===== config.mk =====
export PLATFORM = sky130hd
export DESIGN_NAME = per_id_rate_limit_table
export DESIGN_NICKNAME = d
export VERILOG_FILES = /design/src/hdl/prlt_pkg.sv /design/src/hdl/prlt_ctrl.sv /design/src/hdl/prlt_dp.sv /design/src/hdl/per_id_rate_limit_table.sv
export SDC_FILE = /design/constraint.sdc
export NUM_CORES = 1
export LEC_CHECK = 0
export BUFFER_PORTS_ARGS = -buffer_cell sky130_fd_sc_hd__buf_2
export CORE_ASPECT_RATIO = 1.4
export CORE_MARGIN = 10
export CORE_UTILIZATION = 67
export CTS_CLUSTER_DIAMETER = 60
export DETAILED_ROUTE_END_ITERATION = 10
export PLACE_DENSITY_LB_ADDON = 0.25
export SLEW_MARGIN = 10
export SYNTH_ARGS = -nofsm -noshare
export SYNTH_HDL_FRONTEND = slang
export SYNTH_SLANG_ARGS = --single-unit

===== constraint.sdc =====
create_clock -name aclk -period 14.9 [get_ports aclk]
set_clock_uncertainty 0.2 [all_clocks]
set_input_delay 0.745 -clock aclk [delete_from_list [all_inputs] [get_ports aclk]]
set_output_delay 0.745 -clock aclk [all_outputs]
set_load 0.02 [all_outputs]

===== src/hdl/prlt_pkg.sv =====
// Package for the per-id rate limit table.
// Holds table sizing, outcome codes, controller state and the command/status structs.
// Used by prlt_ctrl, prlt_dp and per_id_rate_limit_table.
package prlt_pkg;

    // Table sizing
    localparam int TABLE_ENTRIES = 16;
    localparam int IDX_W = (TABLE_ENTRIES > 1) ? $clog2(TABLE_ENTRIES) : 1;
    localparam int CNT_W = $clog2(TABLE_ENTRIES + 1);

    // Field widths
    localparam int ID_W       = 16;
    localparam int PAN_W      = 8;
    localparam int TIME_W     = 32;
    localparam int INTERVAL_W = 16;
    localparam int OUTCOME_W  = 3;

    // Stream widths
    localparam int S_TDATA_W = 56;
    localparam int M_TDATA_W = 24;
    localparam int M_TUSER_W = 4;

    // Blackout interval after reset, in ms
    localparam logic [INTERVAL_W-1:0] INTERVAL_RESET = 16'd50;

    // Outcome codes
    typedef enum logic [OUTCOME_W-1:0] {
        OUTCOME_SUPPRESSED = 3'd0,
        OUTCOME_REFRESHED  = 3'd1,
        OUTCOME_REPLACED   = 3'd2,
        OUTCOME_APPENDED   = 3'd3,
        OUTCOME_DROPPED    = 3'd4
    } outcome_t;

    // Controller states
    typedef enum logic [1:0] {
        ST_IDLE,
        ST_SCAN,
        ST_FINISH
    } state_t;

    // Controller to datapath
    typedef struct packed {
        logic start;   // capture request, clear scan state
        logic scan;    // allow table reads
        logic commit;  // update table, load result register
    } ctrl_cmd_t;

    // Datapath to controller
    typedef struct packed {
        logic scan_done;  // no read left to issue, pipeline empty
        logic out_free;   // result register can take a beat
    } dp_stat_t;

endpackage


===== src/hdl/prlt_ctrl.sv =====
// Controller state machine for the per-id rate limit table.
// Sequences capture, table scan and commit; drives the datapath by command struct.
// Depends on prlt_pkg.
module prlt_ctrl (
    input  logic                aclk,
    input  logic                aresetn,
    input  logic                s_tvalid,
    output logic                s_tready,
    input  prlt_pkg::dp_stat_t  stat,
    output prlt_pkg::ctrl_cmd_t cmd
);
    import prlt_pkg::*;

    state_t state_reg;
    state_t state_next;

    // State register
    always_ff @(posedge aclk) begin
        if (!aresetn) begin
            state_reg <= ST_IDLE;
        end else begin
            state_reg <= state_next;
        end
    end

    // Next state
    always_comb begin
        state_next = state_reg;
        case (state_reg)
            ST_IDLE: begin
                if (s_tvalid) begin
                    state_next = ST_SCAN;
                end
            end
            ST_SCAN: begin
                if (stat.scan_done) begin
                    state_next = ST_FINISH;
                end
            end
            ST_FINISH: begin
                if (stat.out_free) begin
                    state_next = ST_IDLE;
                end
            end
            default: begin
                state_next = ST_IDLE;
            end
        endcase
    end

    // Outputs
    always_comb begin
        s_tready   = 1'b0;
        cmd.start  = 1'b0;
        cmd.scan   = 1'b0;
        cmd.commit = 1'b0;
        case (state_reg)
            ST_IDLE: begin
                s_tready  = 1'b1;
                cmd.start = s_tvalid;
            end
            ST_SCAN: begin
                cmd.scan = 1'b1;
            end
            ST_FINISH: begin
                cmd.commit = stat.out_free;
            end
            default: begin
                s_tready = 1'b0;
            end
        endcase
    end

endmodule


===== src/hdl/prlt_dp.sv =====
// Datapath for the per-id rate limit table.
// Holds the entry memory, the three-stage scan pipeline, the decision and result register.
// Depends on prlt_pkg.
module prlt_dp (
    input  logic                                 aclk,
    input  logic                                 aresetn,
    input  logic [prlt_pkg::S_TDATA_W-1:0]       s_tdata,
    input  logic                                 cfg_we,
    input  logic [prlt_pkg::INTERVAL_W-1:0]      cfg_wdata,
    input  prlt_pkg::ctrl_cmd_t                  cmd,
    output prlt_pkg::dp_stat_t                   stat,
    output logic                                 m_tvalid,
    input  logic                                 m_tready,
    output logic [prlt_pkg::M_TDATA_W-1:0]       m_tdata,
    output logic [prlt_pkg::M_TUSER_W-1:0]       m_tuser
);
    import prlt_pkg::*;

    localparam int ENTRY_W = TIME_W + ID_W;

    // Entry memory: {time, id}
    logic [ENTRY_W-1:0] mem [TABLE_ENTRIES];

    // Configuration and table fill
    logic [INTERVAL_W-1:0] interval_reg;
    logic [CNT_W-1:0]      used_reg;

    // Captured request
    logic [ID_W-1:0]   id_reg;
    logic [PAN_W-1:0]  pan_reg;
    logic [TIME_W-1:0] now_reg;

    // Scan pipeline
    logic [CNT_W-1:0]   rd_idx_reg;
    logic               vld1_reg;
    logic [IDX_W-1:0]   idx1_reg;
    logic [ENTRY_W-1:0] rd_data_reg;
    logic               vld2_reg;
    logic [IDX_W-1:0]   idx2_reg;
    logic [TIME_W-1:0]  age2_reg;
    logic               match2_reg;

    // Scan results
    logic              hit_reg;
    logic              hit_ok_reg;
    logic [IDX_W-1:0]  hit_idx_reg;
    logic              have_oldest_reg;
    logic [IDX_W-1:0]  oldest_idx_reg;
    logic [TIME_W-1:0] oldest_age_reg;

    // Result register
    logic              m_valid_reg;
    logic              play_reg;
    logic [ID_W-1:0]   play_id_reg;
    logic [PAN_W-1:0]  play_pan_reg;
    outcome_t          outcome_reg;

    logic             issue;
    logic             replace_ok;
    logic             table_full;
    logic             dec_play;
    outcome_t         dec_outcome;
    logic             dec_write;
    logic [IDX_W-1:0] dec_addr;
    logic             dec_grow;

    assign issue = cmd.scan && !hit_reg && (rd_idx_reg < used_reg);

    assign stat.scan_done = !issue && !vld1_reg && !vld2_reg;
    assign stat.out_free  = !m_valid_reg || m_tready;

    // Interval register
    always_ff @(posedge aclk) begin
        if (!aresetn) begin
            interval_reg <= INTERVAL_RESET;
        end else if (cfg_we) begin
            interval_reg <= cfg_wdata;
        end
    end

    // Capture request beat
    always_ff @(posedge aclk) begin
        if (cmd.start) begin
            id_reg  <= s_tdata[ID_W-1:0];
            pan_reg <= s_tdata[ID_W+PAN_W-1:ID_W];
            now_reg <= s_tdata[ID_W+PAN_W+TIME_W-1:ID_W+PAN_W];
        end
    end

    // Memory: read for the scan, write on commit
    always_ff @(posedge aclk) begin
        if (issue) begin
            rd_data_reg <= mem[rd_idx_reg[IDX_W-1:0]];
        end
        if (dec_write) begin
            mem[dec_addr] <= {now_reg, id_reg};
        end
    end

    // Scan control: read index and stage valids
    always_ff @(posedge aclk) begin
        if (!aresetn) begin
            rd_idx_reg <= '0;
            vld1_reg   <= 1'b0;
            vld2_reg   <= 1'b0;
        end else if (cmd.start) begin
            rd_idx_reg <= '0;
            vld1_reg   <= 1'b0;
            vld2_reg   <= 1'b0;
        end else begin
            vld1_reg <= issue;
            vld2_reg <= vld1_reg;
            if (issue) begin
                rd_idx_reg <= rd_idx_reg + CNT_W'(1);
            end
        end
    end

    // Stage two: age and id match
    always_ff @(posedge aclk) begin
        if (issue) begin
            idx1_reg <= rd_idx_reg[IDX_W-1:0];
        end
        if (vld1_reg) begin
            idx2_reg   <= idx1_reg;
            age2_reg   <= now_reg - rd_data_reg[ENTRY_W-1:ID_W];
            match2_reg <= (rd_data_reg[ID_W-1:0] == id_reg);
        end
    end

    // Stage three: first match, else track first oldest entry
    always_ff @(posedge aclk) begin
        if (!aresetn) begin
            hit_reg         <= 1'b0;
            have_oldest_reg <= 1'b0;
        end else if (cmd.start) begin
            hit_reg         <= 1'b0;
            have_oldest_reg <= 1'b0;
        end else if (vld2_reg && !hit_reg) begin
            if (match2_reg) begin
                hit_reg <= 1'b1;
            end else if (!have_oldest_reg || (age2_reg > oldest_age_reg)) begin
                have_oldest_reg <= 1'b1;
            end
        end
    end

    always_ff @(posedge aclk) begin
        if (vld2_reg && !hit_reg) begin
            if (match2_reg) begin
                hit_idx_reg <= idx2_reg;
                hit_ok_reg  <= !(age2_reg < {{(TIME_W-INTERVAL_W){1'b0}}, interval_reg});
            end else if (!have_oldest_reg || (age2_reg > oldest_age_reg)) begin
                oldest_idx_reg <= idx2_reg;
                oldest_age_reg <= age2_reg;
            end
        end
    end

    // Decide outcome and table update
    assign replace_ok = have_oldest_reg &&
                        (oldest_age_reg > {{(TIME_W-INTERVAL_W){1'b0}}, interval_reg});
    assign table_full = (used_reg >= CNT_W'(TABLE_ENTRIES));

    always_comb begin
        dec_play    = 1'b0;
        dec_outcome = OUTCOME_DROPPED;
        dec_write   = 1'b0;
        dec_addr    = used_reg[IDX_W-1:0];
        dec_grow    = 1'b0;
        if (hit_reg) begin
            dec_addr = hit_idx_reg;
            if (hit_ok_reg) begin
                dec_play    = 1'b1;
                dec_outcome = OUTCOME_REFRESHED;
                dec_write   = cmd.commit;
            end else begin
                dec_outcome = OUTCOME_SUPPRESSED;
            end
        end else if (replace_ok) begin
            dec_addr    = oldest_idx_reg;
            dec_play    = 1'b1;
            dec_outcome = OUTCOME_REPLACED;
            dec_write   = cmd.commit;
        end else if (!table_full) begin
            dec_play    = 1'b1;
            dec_outcome = OUTCOME_APPENDED;
            dec_write   = cmd.commit;
            dec_grow    = cmd.commit;
        end
    end

    // Fill count
    always_ff @(posedge aclk) begin
        if (!aresetn) begin
            used_reg <= '0;
        end else if (dec_grow) begin
            used_reg <= used_reg + CNT_W'(1);
        end
    end

    // Result register: load on commit, drop valid when taken
    always_ff @(posedge aclk) begin
        if (!aresetn) begin
            m_valid_reg <= 1'b0;
        end else if (cmd.commit) begin
            m_valid_reg <= 1'b1;
        end else if (m_tready) begin
            m_valid_reg <= 1'b0;
        end
    end

    always_ff @(posedge aclk) begin
        if (cmd.commit) begin
            play_reg     <= dec_play;
            play_id_reg  <= dec_play ? id_reg : '0;
            play_pan_reg <= dec_play ? pan_reg : '0;
            outcome_reg  <= dec_outcome;
        end
    end

    assign m_tvalid = m_valid_reg;
    assign m_tdata  = {play_pan_reg, play_id_reg};
    assign m_tuser  = {outcome_reg, play_reg};

endmodule


===== src/hdl/per_id_rate_limit_table.sv =====
// Channel   | Signals                     | Beat contents (lowest bit first)
// ----------+-----------------------------+----------------------------------------------
// request   | s_tvalid s_tready s_tdata   | sound_id[15:0] pan_value[23:16] now_ms[55:24]
// result    | m_tvalid m_tready m_tdata   | play_id[15:0] play_pan[23:16]
//           | m_tuser                     | play[0] outcome[3:1]
// config    | cfg_we cfg_wdata            | min_gap_ms[15:0]
//
// The scan reads the used table entries one per cycle through a three-stage pipeline
// and stops issuing reads once the first id match is registered in stage three. Reset
// (aresetn low, synchronous) empties the table and sets the interval to 50 ms. The next
// request is taken while the result beat still waits; a stalled result holds the block
// only at commit of the following request.
//
// Top level of the per-id rate limit table; instantiates prlt_ctrl and prlt_dp.
// Depends on prlt_pkg.
module per_id_rate_limit_table (
    input  logic                              aclk,
    input  logic                              aresetn,
    input  logic                              s_tvalid,
    output logic                              s_tready,
    input  logic [prlt_pkg::S_TDATA_W-1:0]    s_tdata,   // sound_id, pan_value, now_ms
    output logic                              m_tvalid,
    input  logic                              m_tready,
    output logic [prlt_pkg::M_TDATA_W-1:0]    m_tdata,   // play_id, play_pan
    output logic [prlt_pkg::M_TUSER_W-1:0]    m_tuser,   // play, outcome
    input  logic                              cfg_we,
    input  logic [prlt_pkg::INTERVAL_W-1:0]   cfg_wdata  // min_gap_ms
);
    import prlt_pkg::*;

    ctrl_cmd_t cmd;
    dp_stat_t  stat;

    prlt_ctrl u_ctrl (
        .aclk     (aclk),
        .aresetn  (aresetn),
        .s_tvalid (s_tvalid),
        .s_tready (s_tready),
        .stat     (stat),
        .cmd      (cmd)
    );

    prlt_dp u_dp (
        .aclk      (aclk),
        .aresetn   (aresetn),
        .s_tdata   (s_tdata),
        .cfg_we    (cfg_we),
        .cfg_wdata (cfg_wdata),
        .cmd       (cmd),
        .stat      (stat),
        .m_tvalid  (m_tvalid),
        .m_tready  (m_tready),
        .m_tdata   (m_tdata),
        .m_tuser   (m_tuser)
    );

endmodule

# Yosys cells after proc, flatten, opt, wreduce, memory -nomap -nowiden
# Memories as Yosys holds them, arrays and structs flattened. A register that Yosys moved wholly into a read port is not among the register bits.
# Index checks and enable logic that the tools add are counted.
dict set report op_classes {
  n_reduce_logical 21
  n_mux 28
  addsub 3
  bitwise 2
  n_eq_ne 6
  n_lt_le_gt_ge 5
}
# cell count
set op_table {}
lappend op_table {{> comparator 32 x 16 -> 1 bit} 1}
lappend op_table {{> comparator 32 bit} 1}
lappend op_table {{less-than comparator 32 x 16 -> 1 bit} 1}
lappend op_table {{subtractor 32 bit} 1}
lappend op_table {{two-way mux 1 bit} 19}
lappend op_table {{== test 16 bit} 1}
lappend op_table {{adder 5 x 1 -> 5 bit (second input constant)} 2}
lappend op_table {{two-way mux 3 bit} 3}
lappend op_table {{two-way mux 4 bit} 2}
lappend op_table {{zero test 1 bit} 7}
lappend op_table {{logical AND 1 bit} 6}
lappend op_table {{two-way mux 2 bit} 3}
lappend op_table {{one-hot mux 2 bit (3 select lines)} 1}
lappend op_table {{AND reduction 3 bit} 2}
lappend op_table {{>= comparator 5 bit (second input constant)} 1}
lappend op_table {{less-than comparator 5 bit} 1}
lappend op_table {{!= test 2 bit (second input constant)} 2}
lappend op_table {{== test 2 x 1 -> 1 bit (second input constant)} 1}
lappend op_table {{== test 2 bit (second input constant)} 1}
lappend op_table {{zero test 2 bit} 1}
lappend op_table {{logical OR 1 bit} 2}
lappend op_table {{!= test 2 x 1 -> 1 bit (second input constant)} 1}
lappend op_table {{NOT 1 bit} 2}
lappend op_table {{AND reduction 2 bit} 1}
lappend op_table {{other kinds (2)} 2}
dict set report totals {
  mem_bits_rw 768
  memories 1
  out_inout_bits 30
  wordCells 90
  input_bits 77
  register_bits 199
}
# memory words word_bits rd rd_ports_with_merged_regs write_ports line
set mem_list {}
lappend mem_list {u_dp.mem 16 48 1 1 1 prlt_dp.sv:22} ;# logic [ENTRY_W-1:0] mem [TABLE_ENTRIES];

# Logic depth before layout (Yosys ltp)
# Gate-level depths: netlist of run 1.
dict set report depth {
  ltp_word 9
  depth_mapped 11
  mapped_depth_nobuf 11
}

# Hierarchy
# From an unflattened synthesis of run 1, not the netlist that was laid out.
dict set report unflattened {
  hier_cells 1964
  area_unflattened_um2 40347.4
}
# module cells_each instances area_each_um2
set by_module_without_submodules {}
lappend by_module_without_submodules {prlt_dp 1952 1 40228.6}
lappend by_module_without_submodules {prlt_ctrl 12 1 118.9}

# Worst setup path after synthesis of run 1
# OpenSTA, ideal clock, no wires.
dict set report synth_path {
  kind {reg-to-reg}
  start {reg u_dp.oldest_age_reg[2]}
  end {mem u_dp.mem[12][0] (netlist name) (enable)}
  period_less_slack_ns 6.204
  arrival_time_ns 5.491
  path_slack_ns 8.696
  setup_time_ns 0.513
  t_required_ns 14.187
  n_path_buf 0
  path_stages_with_launch 10
  cell_sequence {edfxtp_1 > ha_1 > and4b_1 > a211oi_1 > o211ai_2 > o211ai_4 > mux2i_1 > o21ai_1 > or2_2 > nor3_1}
}
dict set report synth_between {
  elab_chain_cells 6
  elab_cells_between_ends 8
  cone_classes {order compare (1); mux (6); reduce/logical (1)}
}
# item line
set synth_lines {}
lappend synth_lines {{start, declared} prlt_dp.sv:49} ;# logic [TIME_W-1:0] oldest_age_reg;
lappend synth_lines {{start signal, assigned} prlt_dp.sv:155} ;# oldest_age_reg <= age2_reg;
lappend synth_lines {{> comparator 32 x 16 -> 1 bit *} prlt_dp.sv:162} ;# (oldest_age_reg > {{(TIME_W-INTERVAL_W){1'b0}}, interval_reg});
lappend synth_lines {{logical AND 1 bit *} prlt_dp.sv:161} ;# assign replace_ok = have_oldest_reg &&
lappend synth_lines {{two-way mux 1 bit} prlt_dp.sv:180} ;# end else if (replace_ok) begin
lappend synth_lines {{two-way mux 1 bit} prlt_dp.sv:171} ;# if (hit_reg) begin
lappend synth_lines {{two-way mux 1 bit} prlt_dp.sv:95} ;# if (dec_write) begin
lappend synth_lines {{two-way mux 1 bit (not written as such)} prlt_dp.sv:96} ;# mem[dec_addr] <= {now_reg, id_reg};
lappend synth_lines {{end, declared} prlt_dp.sv:22}
# Every way passes the cells marked *; elsewhere a longest branch is shown, timed or not.

# Final worst setup path of run 1
dict set report layout_path {
  start {reg u_dp.oldest_age_reg[3]}
  end {mem u_dp.mem[1][22] (netlist name) (enable)}
}
# The elaborated chain is that of the path after synthesis.

==> metrics.txt, run 1 <==
Setup CP Type=reg -> reg; final setup TNS=0 ns; Worst Path Arrival=5.64 ns; H-tree levels=3; filler instances=3113; DIE AREA=70830 µm²; endpoints failing hold=0; Critical Path End Type=flip-flop; worst skew pair latency=0.67 ns; outcome=completed; fin crit share=37.26%; first-pass GRT wire length=140.4 mm; setup slack, reg-to-reg=9.35 ns; first drt pass iteration count=5; Synth Flop Type=edfxtp_1; leak pwr=14.85 nW; max cap viols=0; Rel. slew slack=17.55%; CTS Root Cell=clkbuf_16; Synth Warn #=0; Hold Path Origin=s_tdata[30]; EDFF count, synth=982; Distinct cells, synth=59; synthesized flop and latch total=1015; via count=20.32k; Routed WL=93.58 mm; Worst R2R End=u_dp.mem[1][22]; placed cell area=42140 µm²; Critical Path RT=14.99 ns; Core ar.=59810 µm²; Hold Path Stages=1; final setup vio count=0; most common cell after layout, fill and taps aside=edfxtp_1; gr ovfl total=0; initial antenna violation count=0; Die X=227.8 µm; CP max FO=31; Max Slew Vio Count=0; Row Count=106; Max clock buf depth=3; mapped cell area=40510 µm²; Final Net Count=2325; RSZ-0062 raised after global routing=no; CTS clk-pin slew, worst paths=0.07 ns; total I/O pin count=107; crit-path cells=ha_1 -> and4b_1 -> a211oi_1 -> o211ai_2 -> o211ai_4 -> mux2i_1 -> o21ai_1 -> or4_1 -> nor3_4 -> buf_4; syn avg cell area=20.42 µm²; Avg Vias per Cell=6.700; drt wl/cell=30.85 µm; share of layout cells above drive strength 1=24.65%; Peak Freq=0.1801 GHz; slowest CP cell=nor3_4; Port Buffers=106; Worst-Margin Slew=1.233 ns; Area Growth Syn to Fin=11.67%; Worst Hold Class=in -> reg; max reg flops=768; initial DRC count=2739; CTS buffer count=92; CTS resizes=0; DRC viols=0; pin count of the biggest net entering global routing=118; CP peak stage delay=1.10 ns; final antenna-violating net count=0; GRT Overall Usage=26.78%; setup bufs post-CTS=0; worst reg2reg startpoint=u_dp.oldest_age_reg[3]; Seq/Total Area, Yosys=74.43%; WHS Endpoint=u_dp.now_reg[6]; Initial Utilization=67.72%; most frequent cells in the layout=edfxtp_1 (982), mux4_2 (240), buf_2 (106); Cells after Synth=1984; antenna diode count=0; die height=310.9 µm; Hold Buf Count CTS=0; worst r2r path cells=10; routability cong.=0.8744; async set-reset flop share out of synthesis=0%; Sink Count=1015; peak supply drop=0.1592 mV; crit path time final=5.551 ns; CTS tree=yes; syn_nets=2163; Pwr Density=128.9 nW/µm²; post-route cell area=45230 µm²; crit start category=flip-flop; post-DP HPWL=50.14 mm; vias in the first global route=21.34k
## worst max-delay path: cells and delay by family, from the launching register on
kind | cells | cell delay, ns
AOI/OAI and AO/OA | 4 | 1.07
adders and majority gates | 1 | 0.35
buffers and inverters | 1 | 0.67
DFF | 1 | 0.42
muxes | 1 | 0.26
and+or+nand+nor | 3 | 2.20
## worst max path at each step
stage | from | to | depth (start not counted)
after global routing | u_dp.oldest_age_reg[3] | u_dp.mem[1][20] | 10
after detailed placement | u_dp.oldest_age_reg[3] | u_dp.mem[0][16] | 10
after CTS | u_dp.oldest_age_reg[2] | u_dp.mem[1][27] | 10
after global placement | u_dp.oldest_age_reg[2] | u_dp.mem[0][19] | 10
after floorplan | u_dp.oldest_age_reg[2] | u_dp.mem[12][0] | 9
final | u_dp.oldest_age_reg[3] | u_dp.mem[1][22] | 10
## synth_stat cells (all sizes together), types with 14 or more instances
cell type | number | area (µm²)
edfxtp | 982 | 29490
buf | 29 | 135.1
inv | 101 | 379.1
dfxtp | 33 | 660.6
xnor2 | 37 | 324.1
mux4 | 240 | 5405
a21oi | 47 | 246.5
nand3 | 16 | 80.08
nor2b | 21 | 131.4
nand2b | 15 | 93.84
nand4 | 21 | 131.4
and2 | 27 | 168.9
mux2i | 19 | 190.2
nor3 | 22 | 150.1
clkbuf | 43 | 161.4
o21ai | 27 | 138.9
nor2 | 30 | 112.6
o211ai | 14 | 128.9
nand2 | 34 | 127.6
ha | 101 | 1264
a21o | 34 | 255.2
## kinds of logic (layout without fill, tap and decap cells)
| group | count (synthesis) | count (layout) | synth area share [%] |
|---|---|---|---|
| flops | 1015 | 1015 | 74.43 |
| mux | 259 | 259 | 13.81 |
| simple gates | 221 | 221 | 3.073 |
| buf+inv | 173 | 412 | 1.668 |
| compound gates | 164 | 164 | 2.768 |
| fa+ha+maj | 102 | 102 | 3.169 |
| xor+xnor | 50 | 50 | 1.081 |
## layer usage
metal	routed length [µm]	vias to the layer above	GRT usage [%]	part of all wire [%]
met5	0	-	0	0
met2	49680	1216	46.10	53
met1	32990	10490	34.04	35
li1	-	8412	-	-
met3	7680	200	4.065	8.2
met4	3231	0	10.43	3.5
## power breakdown
group          internal (mW)  switching [mW]  total, mW
Clock                   1.37            1.05       2.42
Sequential              3.18          0.0588       3.24
Combinational         0.0732           0.102      0.176
## area by class of cell
type | instances | area [µm²] | area share [%]
Sequential cell | 1015 | 30160 | 66.68
Multi-Input combinational cell | 796 | 9788 | 21.64
Clock buffer | 114 | 2406 | 5.319
Tap cell | 810 | 1013 | 2.241
Timing Repair Buffer | 140 | 798.3 | 1.765
Clock inverter | 57 | 685.7 | 1.516
Inverter | 101 | 380.4 | 0.8409
## per-stage QoR
| stage | utilization, % | cells | setup WS [ns] | total power, mW | hold WS, ns |
|---|---|---|---|---|---|
| floorplan | - | 1984 | 8.696 | 3.383 | 0.2003 |
| global route | 75.62 | 3033 | 9.178 | 5.978 | 0.03505 |
| detailed placement | 70.45 | 2862 | 9.475 | 3.465 | 0.2054 |
| finish | 75.62 | 3033 | 9.349 | 5.830 | 0.04408 |
| global placement | 70.45 | 2862 | 9.715 | 3.453 | 0.2023 |
| CTS | 75.61 | 3033 | 9.339 | 5.855 | 0.01797 |
No activity file was read; power rests on OpenSTA's default activity.
==> run 2: changes to the inputs <==
--- a/config.mk
+++ b/config.mk
@@ -5,10 +5,11 @@
 export SDC_FILE = /design/constraint.sdc
 export NUM_CORES = 1
 export LEC_CHECK = 0
+export ABC_AREA = 1
 export BUFFER_PORTS_ARGS = -buffer_cell sky130_fd_sc_hd__buf_2
 export CORE_ASPECT_RATIO = 1.4
 export CORE_MARGIN = 10
-export CORE_UTILIZATION = 67
+export CORE_UTILIZATION = 56
 export CTS_CLUSTER_DIAMETER = 60
 export DETAILED_ROUTE_END_ITERATION = 10
 export PLACE_DENSITY_LB_ADDON = 0.25
==> constraint.sdc (replaced) <==
create_clock -name aclk -period 4.91 [get_ports aclk]
set_clock_uncertainty 0.2 [all_clocks]
set_input_delay 0.2455 -clock aclk [delete_from_list [all_inputs] [get_ports aclk]]
set_output_delay 0.2455 -clock aclk [all_outputs]
set_load 0.02 [all_outputs]
==> run 2 against run 1 <==
Against the previous run: via count grew 29%; largest cell class unchanged; clock power grew to 3.1 times the previous value; global-route usage shrank 3.4 points; final area grew 5.7%.
==> metrics.txt, run 2 <==
top cells by count, synth=edfxtp_1 (982), nor2_1 (511), o21ai_0 (243), nand2_1 (229), inv_1 (181); slowest CP cell=nor2_4; EDFF count, synth=982; endpoints failing hold=0; Worst Hold Class=in -> reg; Max Slew Vio Count=0; Worst path most repeated cell=nand2_1; fin crit share=76.14%; syn_nets=3289; Core ar.=74120 µm²; antenna diode count=0; Synth Warn #=0; Seq/Total Area, Yosys=71.95%; Worst Path Arrival=3.88 ns; top-area cell type share of the netlist area=70.37%; outcome=completed; Row Count=118; GRT Overall Usage=23.39%; first-pass GRT wire length=154.9 mm; Peak Freq=0.2675 GHz; pin count of the biggest net entering global routing=183; Synth Flop Type=edfxtp_1; crit path time final=3.738 ns; Avg Vias per Cell=6.011; Port Buffers=106; WHS=0.09610 ns; Crit path max-delay family=simple AND/OR/NAND/NOR gates; initial DRC count=2759; Setup CP Type=reg -> reg; Sink Count=1015; die height=343.7 µm; Critical Path End Type=flip-flop; Final Net Count=3489; final antenna-violating net count=0; CTS Root Cell=clkbuf_16; initial antenna violation count=2; Storage cell area=30160 µm²; DIE AREA=86330 µm²; Initial Utilization=56.54%; area leader, netlist=edfxtp_1; drt wl/cell=23.39 µm; crit-path cells=ha_1 -> nand2_1 -> inv_2 -> nand2_1 -> nor2_1 -> nand3_1 -> nor2_2 -> nor2_4 -> nand2_8 -> nand2_2 -> nand2_1 -> nand2_2 -> nand2_4 -> nand3_2 -> nor2_4 -> buf_12; post-route setup slack=1.172 ns; first drt pass iteration count=8; share of layout cells above drive strength 1=11.91%; filler instances=5386; max cap viols=0; final setup vio count=0; most instantiated library cell after synthesis=edfxtp_1; Multi-input gate area=10440 µm²; DRC viols=0; async set-reset flop share out of synthesis=0%; Rel. slew slack=34.71%; setup bufs post-CTS=0; vias in the first global route=26.30k; top post-synthesis cells by area=edfxtp_1 (70%), nor2_1 (4.6%), ha_1 (3.0%); CTS resizes=0; CP peak stage delay=0.77 ns; Worst-Margin Slew=0.9793 ns; most frequent cells in the layout=edfxtp_1 (982), nor2_1 (493), o21ai_0 (243); CP max FO=26; routability cong.=0.9633; synthesized flop and latch total=1015; post-DP HPWL=64.55 mm; max reg flops=768; mapped cell area=41910 µm²; CTS tree=yes; crit start category=flip-flop; Cells after Synth=3110; worst skew pair latency=0.66 ns; peak supply drop=0.3603 mV; Die X=251.2 µm; Max clock buf depth=3; Area Growth Syn to Fin=14.07%; Worst Setup Slack post-DPL=1.225 ns; Distinct cells, synth=50; leak pwr=16.22 nW; H-tree levels=3; Critical Path RT=5.05 ns; CTS clk-pin slew, worst paths=0.06 ns; Pwr Density=372.7 nW/µm²; Routed WL=101.8 mm; total I/O pin count=107; WP buf/inv=2; via count=26.16k; gr ovfl total=0; CTS buffer count=94; syn avg cell area=13.47 µm²; final setup TNS=0 ns; RSZ-0062 raised after global routing=no; most common cell after layout, fill and taps aside=edfxtp_1
## run 2: cell types whose count changed after synthesis, sizes merged, moves of 86 or more
cell / before / now
nand2: 34 / 243
inv: 101 / 187
mux4: 240 / 0
o21ai: 27 / 248
nor2: 30 / 536
nand3: 16 / 118
o32ai: 0 / 115
## run 2: timing repair
| item | 4_1_cts | 5_1_grt |
|---|---|---|
| hold buffers | 94 | 0 |
| endpoints found under the hold margin | 83 | 0 |
| setup endpoints to repair | 0 | 0 |
## run 2: worst paths after layout
kind                                          to  slack [ns]              startpoint  cells after the start
worst max-delay path             u_dp.mem[8][41]        1.17  u_dp.oldest_age_reg[7]                     16
worst min-delay path            u_dp.now_reg[20]         0.1             s_tdata[44]                      2
worst max register to register   u_dp.mem[8][41]        1.17  u_dp.oldest_age_reg[7]                     16
worst min register to register  u_dp.idx2_reg[1]        0.23        u_dp.idx1_reg[1]                      0
## run 2: stage by stage
step / total power, mW / instance area (µm²) / utilization (%) / std cells
detailed placement: 10.51 / 43700 / 58.96 / 4080
finish: 17.82 / 47800 / 64.50 / 4351
CTS: 17.93 / 47800 / 64.50 / 4351
global route: 18.32 / 47800 / 64.50 / 4351
global placement: 10.49 / 43700 / 58.96 / 4080
floorplan: 10.21 / 41910 / - / 3110
## run 2: cell type report
| type | instances | area share (%) |
|---|---|---|
| Inverter | 188 | 1.505 |
| Clock inverter | 56 | 1.230 |
| Clock buffer | 121 | 5.394 |
| Tap cell | 960 | 2.513 |
| Multi-Input combinational cell | 1753 | 21.83 |
| Sequential cell | 1015 | 63.09 |
| Timing Repair Buffer | 258 | 4.434 |
## run 2: power by group
part / total (mW) / switching, mW / internal (mW)
logic: 0.651 / 0.411 / 0.240
registers: 9.74 / 0.134 / 9.60
clock network: 7.43 / 3.16 / 4.27
total: 17.8 / 3.71 / 14.1
## run 2: cell families after synthesis
| group | count (synthesis) | synth area share (%) |
|---|---|---|
| compound gates | 586 | 8.996 |
| xor+xnor | 41 | 0.8569 |
| fa+ha+maj | 102 | 3.063 |
| buf+inv | 342 | 3.502 |
| flops | 1015 | 71.95 |
| mux | 77 | 1.839 |
| simple gates | 947 | 9.796 |
## run 2: metal layers
metal,part of all wire [%],global-route usage (%),vias to the layer above
li1,-,-,11890
met1,40,31.13,12950
met2,50,39.21,1166
met3,8.4,3.550,150
met4,2.4,7.486,2
met5,0.017,0,-
## run 2: worst register-to-register path, delay by kind of cell, from the launching register on
kind | cells | cell delay [ns]
AND/OR/NAND/NOR | 13 | 2.18
flip-flops | 1 | 0.40
adder cells (fa/ha/maj) | 1 | 0.31
buffers and inverters | 2 | 0.34
